===== config.mk =====
export PLATFORM = sky130hd
export DESIGN_NAME = pid_with_antiwindup
export DESIGN_NICKNAME = d
export VERILOG_FILES = /design/src/pwa_pkg.sv /design/src/pid_with_antiwindup.sv
export SDC_FILE = /design/constraint.sdc
export NUM_CORES = 2
export LEC_CHECK = 0
export BUFFER_PORTS_ARGS = -buffer_cell sky130_fd_sc_hd__buf_2
export CAP_MARGIN = 30
export CORE_AREA = 2 2 621 314
export DETAILED_ROUTE_END_ITERATION = 8
export DIE_AREA = 0 0 623 316
export MAX_ROUTING_LAYER = met4
export PLACE_DENSITY = 0.57
export SETUP_SLACK_MARGIN = 0.15
export SLEW_MARGIN = 25
export SYNTH_ARGS = -nofsm -noshare
export SYNTH_HDL_FRONTEND = slang
export SYNTH_SLANG_ARGS = --single-unit

===== constraint.sdc =====
create_clock -name clk -period 12.9 [get_ports clk]
set_input_delay 1.29 -clock clk [delete_from_list [all_inputs] [get_ports clk]]
set_output_delay 1.29 -clock clk [all_outputs]
set_load 0.01 [all_outputs]

===== src/pwa_pkg.sv =====
// types and constants of the pid controller with integral clamp
// no dependencies
package pwa_pkg;

    localparam logic [1:0] REG_KP    = 2'd0;
    localparam logic [1:0] REG_KI    = 2'd1;
    localparam logic [1:0] REG_KD    = 2'd2;
    localparam logic [1:0] REG_LIMIT = 2'd3;

    localparam logic KIND_STEP  = 1'b0;
    localparam logic KIND_CLEAR = 1'b1;

    typedef struct packed {
        logic        kind;
        logic [31:0] error_value;
        logic [31:0] time_step;
    } in_word_t;

    typedef struct packed {
        logic [31:0] drive;
        logic        drive_saturated;
    } out_word_t;

    typedef enum logic [3:0] {
        ST_IDLE,
        ST_MUL_P,
        ST_MUL_INC,
        ST_ACC,
        ST_DIV_B,
        ST_CLAMP,
        ST_DPREP,
        ST_DIV_D,
        ST_DSAT,
        ST_LOAD_I,
        ST_MUL_I,
        ST_MUL_D,
        ST_FIN,
        ST_DONE
    } state_t;

endpackage


===== src/pid_with_antiwindup.sv =====
// pid controller with integral clamp, shift-add multiplier and restoring divider
// depends on pwa_pkg
// a clear word goes straight to the result; a zero time step runs only the
// proportional multiply; a control step runs four multiplies and up to two
// divides on one shared multiplier and one divider
// throughput: one word at a time; the next word is taken once the result is registered
// reset: gains, limit, integral and previous error cleared, no result pending
module pid_with_antiwindup (
    input  logic              clk,
    input  logic              rst_n,
    input  logic              in_valid,
    output logic              in_stall,
    input  pwa_pkg::in_word_t in_word,
    output logic              out_valid,
    input  logic              out_stall,
    output pwa_pkg::out_word_t out_word,
    input  logic              cfg_we,
    input  logic [1:0]        cfg_index,
    input  logic [31:0]       cfg_data
);

    localparam logic [5:0] MUL_LAST = 6'd32;
    localparam logic [5:0] DIV_LAST = 6'd56;
    localparam logic [47:0] MAX48 = 48'h7FFF_FFFF_FFFF;

    pwa_pkg::state_t state_reg, state_next;

    logic [31:0] kp_reg, ki_reg, kd_reg;
    logic [30:0] limit_reg;
    logic [47:0] integ_reg;
    logic [31:0] last_reg;
    logic        have_reg;

    logic [31:0] e_reg, dt_reg;
    logic [80:0] mcand_reg, prod_reg, sum_reg;
    logic [32:0] mplier_reg;
    logic [5:0]  cnt_reg;
    logic [56:0] num_reg, quo_reg;
    logic [31:0] rem_reg;
    logic [31:0] div_reg;
    logic        neg_reg;
    logic [31:0] d_reg;
    logic [48:0] inc_reg;

    pwa_pkg::out_word_t res_reg, out_reg;
    logic               out_valid_reg;

    logic [80:0] mul_prod_next;
    logic [80:0] addend;
    logic [32:0] rem_shift;
    logic        div_ge;
    logic [32:0] rem_next;
    logic [56:0] quo_next;
    logic        mul_end, div_end, out_free;
    logic [49:0] acc_sum;
    logic [32:0] diff, diff_mag;
    logic [31:0] ki_mag;
    logic [47:0] bound;
    logic [64:0] fin_s;
    logic        fin_ok;

    always_comb
    begin
        addend = mplier_reg[0] ? mcand_reg : 81'd0;
        if (cnt_reg == MUL_LAST)
            mul_prod_next = prod_reg - addend;
        else
            mul_prod_next = prod_reg + addend;
        rem_shift = {rem_reg, num_reg[56]};
        div_ge    = rem_shift >= {1'b0, div_reg};
        rem_next  = div_ge ? rem_shift - {1'b0, div_reg} : rem_shift;
        quo_next  = {quo_reg[55:0], div_ge};
        mul_end   = cnt_reg == MUL_LAST;
        div_end   = cnt_reg == DIV_LAST;
        out_free  = !out_valid_reg || !out_stall;
        acc_sum   = {{2{integ_reg[47]}}, integ_reg} + {inc_reg[48], inc_reg};
        diff      = {e_reg[31], e_reg} - {last_reg[31], last_reg};
        diff_mag  = diff[32] ? 33'd0 - diff : diff;
        ki_mag    = ki_reg[31] ? 32'd0 - ki_reg : ki_reg;
        bound     = (|quo_reg[56:47]) ? MAX48 : quo_reg[47:0];
        fin_s     = sum_reg[80:16];
        fin_ok    = (&fin_s[64:31]) || !(|fin_s[64:31]);
    end

    // next state
    always_comb
    begin
        state_next = state_reg;
        unique case (state_reg)
            pwa_pkg::ST_IDLE:
                if (in_valid)
                    state_next = (in_word.kind == pwa_pkg::KIND_CLEAR) ?
                                 pwa_pkg::ST_DONE : pwa_pkg::ST_MUL_P;
            pwa_pkg::ST_MUL_P:
                if (mul_end)
                    state_next = (dt_reg == 32'd0) ? pwa_pkg::ST_FIN : pwa_pkg::ST_MUL_INC;
            pwa_pkg::ST_MUL_INC:
                if (mul_end)
                    state_next = pwa_pkg::ST_ACC;
            pwa_pkg::ST_ACC:
                state_next = (ki_reg != 32'd0) ? pwa_pkg::ST_DIV_B : pwa_pkg::ST_DPREP;
            pwa_pkg::ST_DIV_B:
                if (div_end)
                    state_next = pwa_pkg::ST_CLAMP;
            pwa_pkg::ST_CLAMP:
                state_next = pwa_pkg::ST_DPREP;
            pwa_pkg::ST_DPREP:
                state_next = have_reg ? pwa_pkg::ST_DIV_D : pwa_pkg::ST_LOAD_I;
            pwa_pkg::ST_DIV_D:
                if (div_end)
                    state_next = pwa_pkg::ST_DSAT;
            pwa_pkg::ST_DSAT:
                state_next = pwa_pkg::ST_LOAD_I;
            pwa_pkg::ST_LOAD_I:
                state_next = pwa_pkg::ST_MUL_I;
            pwa_pkg::ST_MUL_I:
                if (mul_end)
                    state_next = pwa_pkg::ST_MUL_D;
            pwa_pkg::ST_MUL_D:
                if (mul_end)
                    state_next = pwa_pkg::ST_FIN;
            pwa_pkg::ST_FIN:
                state_next = pwa_pkg::ST_DONE;
            pwa_pkg::ST_DONE:
                if (out_free)
                    state_next = pwa_pkg::ST_IDLE;
            default:
                state_next = pwa_pkg::ST_IDLE;
        endcase
    end

    // outputs
    always_comb
    begin
        in_stall  = state_reg != pwa_pkg::ST_IDLE;
        out_valid = out_valid_reg;
        out_word  = out_reg;
    end

    always_ff @(posedge clk or negedge rst_n)
    begin
        if (!rst_n)
        begin
            state_reg     <= pwa_pkg::ST_IDLE;
            out_valid_reg <= 1'b0;
            kp_reg        <= '0;
            ki_reg        <= '0;
            kd_reg        <= '0;
            limit_reg     <= '0;
            integ_reg     <= '0;
            last_reg      <= '0;
            have_reg      <= 1'b0;
        end
        else
        begin
            state_reg <= state_next;
            if (state_reg == pwa_pkg::ST_DONE && out_free)
                out_valid_reg <= 1'b1;
            else if (out_valid_reg && !out_stall)
                out_valid_reg <= 1'b0;
            if (cfg_we)
            begin
                unique case (cfg_index)
                    pwa_pkg::REG_KP:    kp_reg <= cfg_data;
                    pwa_pkg::REG_KI:
                    begin
                        if (cfg_data != ki_reg)
                            integ_reg <= '0;
                        ki_reg <= cfg_data;
                    end
                    pwa_pkg::REG_KD:    kd_reg <= cfg_data;
                    pwa_pkg::REG_LIMIT: limit_reg <= cfg_data[30:0];
                    default:            kp_reg <= kp_reg;
                endcase
            end
            unique case (state_reg)
                pwa_pkg::ST_IDLE:
                    if (in_valid)
                    begin
                        e_reg      <= in_word.error_value;
                        dt_reg     <= in_word.time_step;
                        mcand_reg  <= {{49{in_word.error_value[31]}}, in_word.error_value};
                        mplier_reg <= {kp_reg[31], kp_reg};
                        prod_reg   <= '0;
                        cnt_reg    <= '0;
                        if (in_word.kind == pwa_pkg::KIND_CLEAR)
                        begin
                            integ_reg <= '0;
                            last_reg  <= '0;
                            have_reg  <= 1'b0;
                            res_reg   <= '0;
                        end
                    end
                pwa_pkg::ST_MUL_P, pwa_pkg::ST_MUL_INC, pwa_pkg::ST_MUL_I, pwa_pkg::ST_MUL_D:
                begin
                    if (!mul_end)
                    begin
                        prod_reg   <= mul_prod_next;
                        mcand_reg  <= {mcand_reg[79:0], 1'b0};
                        mplier_reg <= {mplier_reg[32], mplier_reg[32:1]};
                        cnt_reg    <= cnt_reg + 6'd1;
                    end
                    else
                    begin
                        prod_reg <= '0;
                        cnt_reg  <= '0;
                        if (state_reg == pwa_pkg::ST_MUL_P)
                        begin
                            sum_reg    <= mul_prod_next;
                            mcand_reg  <= {{49{e_reg[31]}}, e_reg};
                            mplier_reg <= {1'b0, dt_reg};
                        end
                        else if (state_reg == pwa_pkg::ST_MUL_INC)
                            inc_reg <= mul_prod_next[64:16];
                        else if (state_reg == pwa_pkg::ST_MUL_I)
                        begin
                            sum_reg    <= sum_reg + {{8{mul_prod_next[80]}}, mul_prod_next[80:8]};
                            mcand_reg  <= {{49{d_reg[31]}}, d_reg};
                            mplier_reg <= {kd_reg[31], kd_reg};
                        end
                        else
                            sum_reg <= sum_reg + mul_prod_next;
                    end
                end
                pwa_pkg::ST_ACC:
                begin
                    if (ki_reg == 32'd0)
                        integ_reg <= '0;
                    else if (acc_sum[49:47] == 3'b000 || acc_sum[49:47] == 3'b111)
                        integ_reg <= acc_sum[47:0];
                    else
                        integ_reg <= acc_sum[49] ? ~MAX48 : MAX48;
                    num_reg <= {2'b00, limit_reg, 24'd0};
                    div_reg <= ki_mag;
                    rem_reg <= '0;
                    quo_reg <= '0;
                    cnt_reg <= '0;
                end
                pwa_pkg::ST_DIV_B, pwa_pkg::ST_DIV_D:
                begin
                    rem_reg <= rem_next[31:0];
                    quo_reg <= quo_next;
                    num_reg <= {num_reg[55:0], 1'b0};
                    cnt_reg <= div_end ? 6'd0 : cnt_reg + 6'd1;
                end
                pwa_pkg::ST_CLAMP:
                    if ($signed(integ_reg) > $signed(bound))
                        integ_reg <= bound;
                    else if ($signed(integ_reg) < -$signed(bound))
                        integ_reg <= 48'd0 - bound;
                pwa_pkg::ST_DPREP:
                begin
                    d_reg    <= '0;
                    neg_reg  <= diff[32];
                    num_reg  <= {diff_mag, 24'd0};
                    div_reg  <= dt_reg;
                    rem_reg  <= '0;
                    quo_reg  <= '0;
                    cnt_reg  <= '0;
                    last_reg <= e_reg;
                    have_reg <= 1'b1;
                end
                pwa_pkg::ST_DSAT:
                    if (!neg_reg)
                        d_reg <= (|quo_reg[56:31]) ? 32'h7FFF_FFFF : quo_reg[31:0];
                    else if ((|quo_reg[56:32]) || (quo_reg[31] && (|quo_reg[30:0])))
                        d_reg <= 32'h8000_0000;
                    else
                        d_reg <= 32'd0 - quo_reg[31:0];
                pwa_pkg::ST_LOAD_I:
                begin
                    mcand_reg  <= {{33{integ_reg[47]}}, integ_reg};
                    mplier_reg <= {ki_reg[31], ki_reg};
                    prod_reg   <= '0;
                    cnt_reg    <= '0;
                end
                pwa_pkg::ST_FIN:
                begin
                    res_reg.drive_saturated <= !fin_ok;
                    if (fin_ok)
                        res_reg.drive <= fin_s[31:0];
                    else
                        res_reg.drive <= fin_s[64] ? 32'h8000_0000 : 32'h7FFF_FFFF;
                end
                pwa_pkg::ST_DONE:
                    if (out_free)
                        out_reg <= res_reg;
                default:
                    cnt_reg <= cnt_reg;
            endcase
        end
    end

endmodule


# [Yosys cells after proc, flatten, opt, wreduce, memory -nomap -nowiden]
# Index checks and enable logic that the tools add are counted.
# Widths: inputs -> output; s select.
[totals] regBits=885 input_bits=104 output_inout_bits=35 word_cells=210
[op_classes] n_addsub=13 order_cmp=3 n_eq_ne=35 n_mux=73 bitwise=1 n_reduce_logical=57
[op_table] cell="$mux 81" count=12
[op_table] cell="$mux 48" count=11
[op_table] cell="$pmux 81 s3" count=2
[op_table] cell="$mux 32" count=9
[op_table] cell="$mux 33" count=8
[op_table] cell="$pmux 32 s2" count=4
[op_table] cell="$add 81x81->81" count=3
[op_table] cell="$pmux 57 s3" count=1
[op_table] cell="$pmux 48 s3" count=1
[op_table] cell="$pmux 57 s2" count=1
[op_table] cell="$pmux 33 s3" count=1
[op_table] cell="$sub 81x81->81" count=1
[op_table] cell="$pmux 33 s2" count=1
[op_table] cell="$logic_not 32->1" count=2
[op_table] cell="$sub 1x32->32 const A" count=2
[op_table] cell="$pmux 4 s14" count=1
[op_table] cell="$add 48x49->50" count=1
[op_table] cell="$gt 48x48->1" count=1
[op_table] cell="$lt 48x48->1" count=1
[op_table] cell="$neg 48->48" count=1
[op_table] cell="$sub 1x48->48 const A" count=1
[op_table] cell="$mux 4" count=11
[op_table] cell="$reduce_and 34->1" count=1
[op_table] cell="$reduce_or 34->1" count=1
[op_table] cell="46 further kinds" count=104

# [Depth between registers and ports, before layout]
[logic_depth] depth_word=7 mapped_depth=41 ltp_nobuf=34

# [Worst setup path before layout]
# Ideal clock, no wire load.
[synth_path] path_kind="flip-flop to flip-flop" from="register mplier_reg[0]" to="register sum_reg[80] (data pin)" setup_time_ns=0.261 t_arrival_ns=8.286 t_required_ns=12.639 path_slack_ns=4.353 stages_incl_launch_ff=36 n_path_buf=9 synth_period_minus_slack_ns=8.547 cell_sequence="edfxtp_1 > clkbuf_1 > clkbuf_1 > buf_1 > clkbuf_1 > clkbuf_1 > clkbuf_1 > nand2_1 > ha_1 > nor2_1 > or2_2 > clkbuf_1 > clkbuf_1 > o211ai_1 > ha_1 > clkbuf_1 > nand4_1 > nor4_1 > o21ai_0 > a21oi_1 > nor3_1 > o41ai_1 > a31oi_1 > o31a_1 > xnor2_1 > o21ai_0 > ha_1 > nand4_1 > or3_1 > or4_1 > a21oi_1 > o2111ai_1 > a211oi_1 > o21a_1 > a2bb2oi_1 > nor3_1"
[synth_via] elab_chain_cells=7 elab_cells_between_ends=9 classes_between="add/sub (4); mux (5)"
[synth_lines] element="start: declaration" line_no="pid_with_antiwindup.sv:36" source="logic [32:0] mplier_reg;"
[synth_lines] element="start signal: assignment" line_no="pid_with_antiwindup.sv:183" source="mplier_reg <= {kp_reg[31], kp_reg};"
[synth_lines] element="start signal: assignment" line_no="pid_with_antiwindup.sv:200" source="mplier_reg <= {mplier_reg[32], mplier_reg[32:1]};"
[synth_lines] element="start signal: assignment" line_no="pid_with_antiwindup.sv:211" source="mplier_reg <= {1'b0, dt_reg};"
[synth_lines] element="$mux 81 *" line_no="pid_with_antiwindup.sv:64" source="addend = mplier_reg[0] ? mcand_reg : 81'd0;"
[synth_lines] element="$add 81x81->81 / $sub 81x81->81 (equally long branches)" line_no="pid_with_antiwindup.sv:68, pid_with_antiwindup.sv:66"
[synth_lines] element="$mux 81 *" line_no="pid_with_antiwindup.sv:65" source="if (cnt_reg == MUL_LAST)"
[synth_lines] element="$add 81x81->81 (on tied branches)" line_no="pid_with_antiwindup.sv:222, pid_with_antiwindup.sv:217"
[synth_lines] element="$mux 81" line_no="pid_with_antiwindup.sv:215" source="else if (state_reg == pwa_pkg::ST_MUL_I)"
[synth_lines] element="$mux 81" line_no="pid_with_antiwindup.sv:213" source="else if (state_reg == pwa_pkg::ST_MUL_INC)"
[synth_lines] element="$mux 81 *" line_no="pid_with_antiwindup.sv:207" source="if (state_reg == pwa_pkg::ST_MUL_P)"
[synth_lines] element="end signal: assignment" line_no="pid_with_antiwindup.sv:209" source="sum_reg <= mul_prod_next;"
[synth_lines] element="end signal: assignment" line_no="pid_with_antiwindup.sv:217" source="sum_reg <= sum_reg + {{8{mul_prod_next[80]}}, mul_prod_next[80:8]};"
[synth_lines] element="end signal: assignment" line_no="pid_with_antiwindup.sv:222" source="sum_reg <= sum_reg + mul_prod_next;"
[synth_lines] element="end: declaration" line_no="pid_with_antiwindup.sv:35" source="logic [80:0] mcand_reg, prod_reg, sum_reg;"
# Mark *: on every way between the ends. The rest lies on a longest branch, timed or not. The select of a mux whose other input is x is not followed.
# A chain may end at the register's enable or synchronous reset.

# [Worst setup path in the final report]
[layout_path] from="register mcand_reg[8]" to="register sum_reg[80] (data pin)"
[layout_via] elab_chain_cells=7 elab_cells_between_ends=9 classes_between="add/sub (4); mux (5)"
[layout_lines] element="start: declaration" line_no="pid_with_antiwindup.sv:35"
[layout_lines] element="start signal: assignment" line_no="pid_with_antiwindup.sv:182" source="mcand_reg <= {{49{in_word.error_value[31]}}, in_word.error_value};"
[layout_lines] element="start signal: assignment" line_no="pid_with_antiwindup.sv:199" source="mcand_reg <= {mcand_reg[79:0], 1'b0};"
[layout_lines] element="start signal: assignment" line_no="pid_with_antiwindup.sv:210" source="mcand_reg <= {{49{e_reg[31]}}, e_reg};"
[layout_lines] element="$mux 81 *" line_no="pid_with_antiwindup.sv:64"
[layout_lines] element="$add 81x81->81 / $sub 81x81->81 (equally long branches)" line_no="pid_with_antiwindup.sv:68, pid_with_antiwindup.sv:66"
[layout_lines] element="$mux 81 *" line_no="pid_with_antiwindup.sv:65"
[layout_lines] element="via mul_prod_next[57]" line_no="pid_with_antiwindup.sv:48" source="logic [80:0] mul_prod_next;"
[layout_lines] element="$add 81x81->81 (on tied branches)" line_no="pid_with_antiwindup.sv:222, pid_with_antiwindup.sv:217"
[layout_lines] element="$mux 81 *" line_no="pid_with_antiwindup.sv:215"
[layout_lines] element="$mux 81 *" line_no="pid_with_antiwindup.sv:213"
[layout_lines] element="$mux 81 *" line_no="pid_with_antiwindup.sv:207"
# The timed path passes the listed nets; every way through them passes the cells marked *. The select of a mux whose other input is x is not followed.

==> impl_metrics.json <==
{
  "criticalPathCategory": "reg2reg",
  "floorplan.io_pins": 139,
  "crit_buf_inv": 0,
  "floorplan.initialDensity": 0.318,
  "antenna_violations_before_repair": 23,
  "number_of_detailed_routing_iterations_run_before_antenna_repair": 6,
  "cts.path.max_buffers": 3,
  "synth.largest_area_cell": "sky130_fd_sc_hd__edfxtp_1",
  "hold_start": "res_reg[30]",
  "detail-route-antenna-nets": 0,
  "cts_tree": "built",
  "cts.hold.buffers_added": 0,
  "clock-skew-final_ns": 0.0380,
  "reg2reg_depth": 28,
  "cp-start-kind": "register",
  "final_nets": 7194,
  "total_number_of_vias": 56100,
  "htree_num_levels": 3,
  "wl_per_cell_um": 27.2,
  "timing.rr.end": "sum_reg[80]",
  "critPathArrivalTime_ns": 12.39,
  "relSlewSlack": 0.162,
  "cts_buffers": 92,
  "met3WireLength_um": 37200,
  "grt_util_all_layers": 0.259,
  "clkSlewWorstSetupHoldPaths_ns": 0.07,
  "number_of_post_cts_setup_repair_buffers": 0,
  "drc_marker_count_from_the_first_detailed_route_iteration": 8446,
  "layout.cells.most_common_list": "sky130_fd_sc_hd__nand2_1 (756), sky130_fd_sc_hd__edfxtp_1 (648), sky130_fd_sc_hd__a21oi_1 (644)",
  "timing.critical_path.slowest_stage_cell": "sky130_fd_sc_hd__a211oi_1",
  "crit_family": "compound AO/OA/AOI/OAI gates",
  "timing.hold.worst.class": "reg2reg",
  "worst_pin_slew_ns": 1.25,
  "slowest_delay_ns": 0.99,
  "syn2layout_area_growth_pct": 11.3,
  "report.final.slew_viol_count": 0,
  "std_cell_rows": 114,
  "synth-async-reset-ratio": 0.247,
  "fin_crit_ns": 11.93,
  "worst_hold_slack_ns": 0.408,
  "finalSetupViolations": 0,
  "synthDominantCellAreaShare": 0.319,
  "critical_path.endpoint": "sum_reg[80]",
  "post_synth_num_cell_types": 102,
  "clock_sink_count": 861,
  "met1Wirelength_um": 130000,
  "synth.yosys.warnings": 0,
  "detail_route.vias_per_cell": 5.99,
  "die_y_um": 316,
  "timing.critical_path.depth": 28,
  "grt_start_max_net_pins": 85,
  "die_w_um": 623,
  "final_design_area_no_fill_mm2": 0.0679,
  "ctsRootBufferMaster": "sky130_fd_sc_hd__clkbuf_16",
  "synthFlopType": "sky130_fd_sc_hd__edfxtp_1",
  "timing.final.crit_share": 0.925,
  "synthesis.area_mm2": 0.0610,
  "crit_start": "mcand_reg[8]",
  "worst-endpoint-required_ns": 13.36,
  "routabilityCongestion": 1.04,
  "critical_path_peak_fanout": 9,
  "place_area_mm2": 0.0647,
  "io_buffer_count": 138,
  "fp.dieArea_mm2": 0.197,
  "synth.net_count": 7220,
  "first_pass_grt_wire_length_um": 366000,
  "globalRouteOverflowTotal": 0,
  "synth_area_leaders": "sky130_fd_sc_hd__edfxtp_1 (32%), sky130_fd_sc_hd__dfrtp_1 (8.7%), sky130_fd_sc_hd__ha_1 (7.8%)",
  "fin_util": 0.354,
  "final_hold_viol_count": 0,
  "top_layer_used": "met4",
  "placeableCoreArea_mm2": 0.192,
  "layout_commonest_cell": "sky130_fd_sc_hd__nand2_1",
  "ys_seq_area_frac": 0.406,
  "synth.ff_latch_count": 861,
  "first_global_vias": 50300,
  "clkLatencyLatePin_ns": 0.73,
  "grt_setup_unrepaired": "no",
  "cts-resized-gates": 0,
  "drt_drc_violations_left": 0,
  "worst_r2r_startpoint": "mcand_reg[8]",
  "outcome": "complete, no violations",
  "reg2reg_setup_slack_ns": 0.97,
  "synthesis.instances": 6732,
  "clock.fmax_mhz": 83.8,
  "crit_path_end_kind": "register",
  "routed_wirelength_um": 254000,
  "routed-wl-met2_um": 83600,
  "ratio_of_cells_with_drive_above_1_in_the_final_layout": 0.0962,
  "critPathMostFrequentCell": "sky130_fd_sc_hd__nand2_1",
  "synth_enable_flop_cells": 648,
  "syn_avg_cell_area_um2": 9.06,
  "final_setup_tns_ns": 0,
  "detailed_place_hpwl_um": 198000,
  "drv.max_cap_violation_count": 0
}
## kinds of logic (layout without fill, tap and decap cells)
| family | count (synthesis) | in the layout | share of synthesized area |
|---|---|---|---|
| AO/OA/AOI/OAI | 2091 | 2091 | 0.214 |
| XOR/XNOR | 421 | 421 | 0.0605 |
| adder cells (fa/ha/maj) | 384 | 384 | 0.0794 |
| buffers and inverters | 615 | 668 | 0.0382 |
| flip-flops | 861 | 861 | 0.406 |
| multiplexers | 195 | 195 | 0.0347 |
| other | 1 | 15 | 0.0000615 |
| AND/OR/NAND/NOR | 2164 | 2164 | 0.167 |
## synthesized netlist by cell type, types with 54 or more instances
cell type                  count
sky130_fd_sc_hd__a21o_1      192
sky130_fd_sc_hd__a21oi_1     644
sky130_fd_sc_hd__a22oi_1      72
sky130_fd_sc_hd__and2_1       58
sky130_fd_sc_hd__and3_1       97
sky130_fd_sc_hd__clkbuf_1    335
sky130_fd_sc_hd__dfrtp_1     213
sky130_fd_sc_hd__edfxtp_1    648
sky130_fd_sc_hd__ha_1        379
sky130_fd_sc_hd__inv_1       228
sky130_fd_sc_hd__mux2_2      132
sky130_fd_sc_hd__mux2i_1      63
sky130_fd_sc_hd__nand2_1     761
sky130_fd_sc_hd__nand3_1     170
sky130_fd_sc_hd__nand4_1     117
sky130_fd_sc_hd__nor2_1      532
sky130_fd_sc_hd__nor3_1      114
sky130_fd_sc_hd__nor4_1       56
sky130_fd_sc_hd__o21ai_0     549
sky130_fd_sc_hd__o21bai_1     58
sky130_fd_sc_hd__or3_1        54
sky130_fd_sc_hd__xnor2_1     233
sky130_fd_sc_hd__xor2_1      187
## layer usage
metal | vias up | GRT usage
met5 | - | -
met2 | 3111 | 0.279
li1 | 24900 | -
met1 | 27800 | 0.426
met3 | 246 | 0.0935
met4 | 0 | 0.0420
## cell type report
| class | count | area (um^2) |
|---|---|---|
| antenna | 14 | 35.0 |
| clock buffer | 121 | 2580 |
| clock inverter | 52 | 566 |
| fill | 19500 | 124000 |
| inverter | 230 | 865 |
| multi-input combinational | 5256 | 34200 |
| sequential | 861 | 24800 |
| tap | 2552 | 3190 |
| timing repair buffer | 265 | 1710 |
## metrics by stage
| step | setup WS (ns) | cells |
|---|---|---|
| after detailed placement | 1.85 | 9161 |
| after global placement | 1.14 | 9150 |
| after CTS | 1.78 | 9334 |
| final | 0.971 | 9351 |
| after global routing | 0.835 | 9346 |
| after floorplan | 4.35 | 6732 |
## how the worst min path moves through the flow
| stage | to | slack, ns | cells past startpoint |
|---|---|---|---|
| after floorplan | out_word[0] | 0.40 | 0 |
| after global placement | out_word[30] | 0.41 | 0 |
| after CTS | out_word[30] | 0.42 | 0 |
| final | out_word[30] | 0.41 | 0 |
| after global routing | out_word[20] | 0.43 | 0 |
| after detailed placement | out_word[1] | 0.40 | 0 |
Power is not shown: default switching activity piles up to over one toggle a cycle in this logic, so the estimate is an artifact.
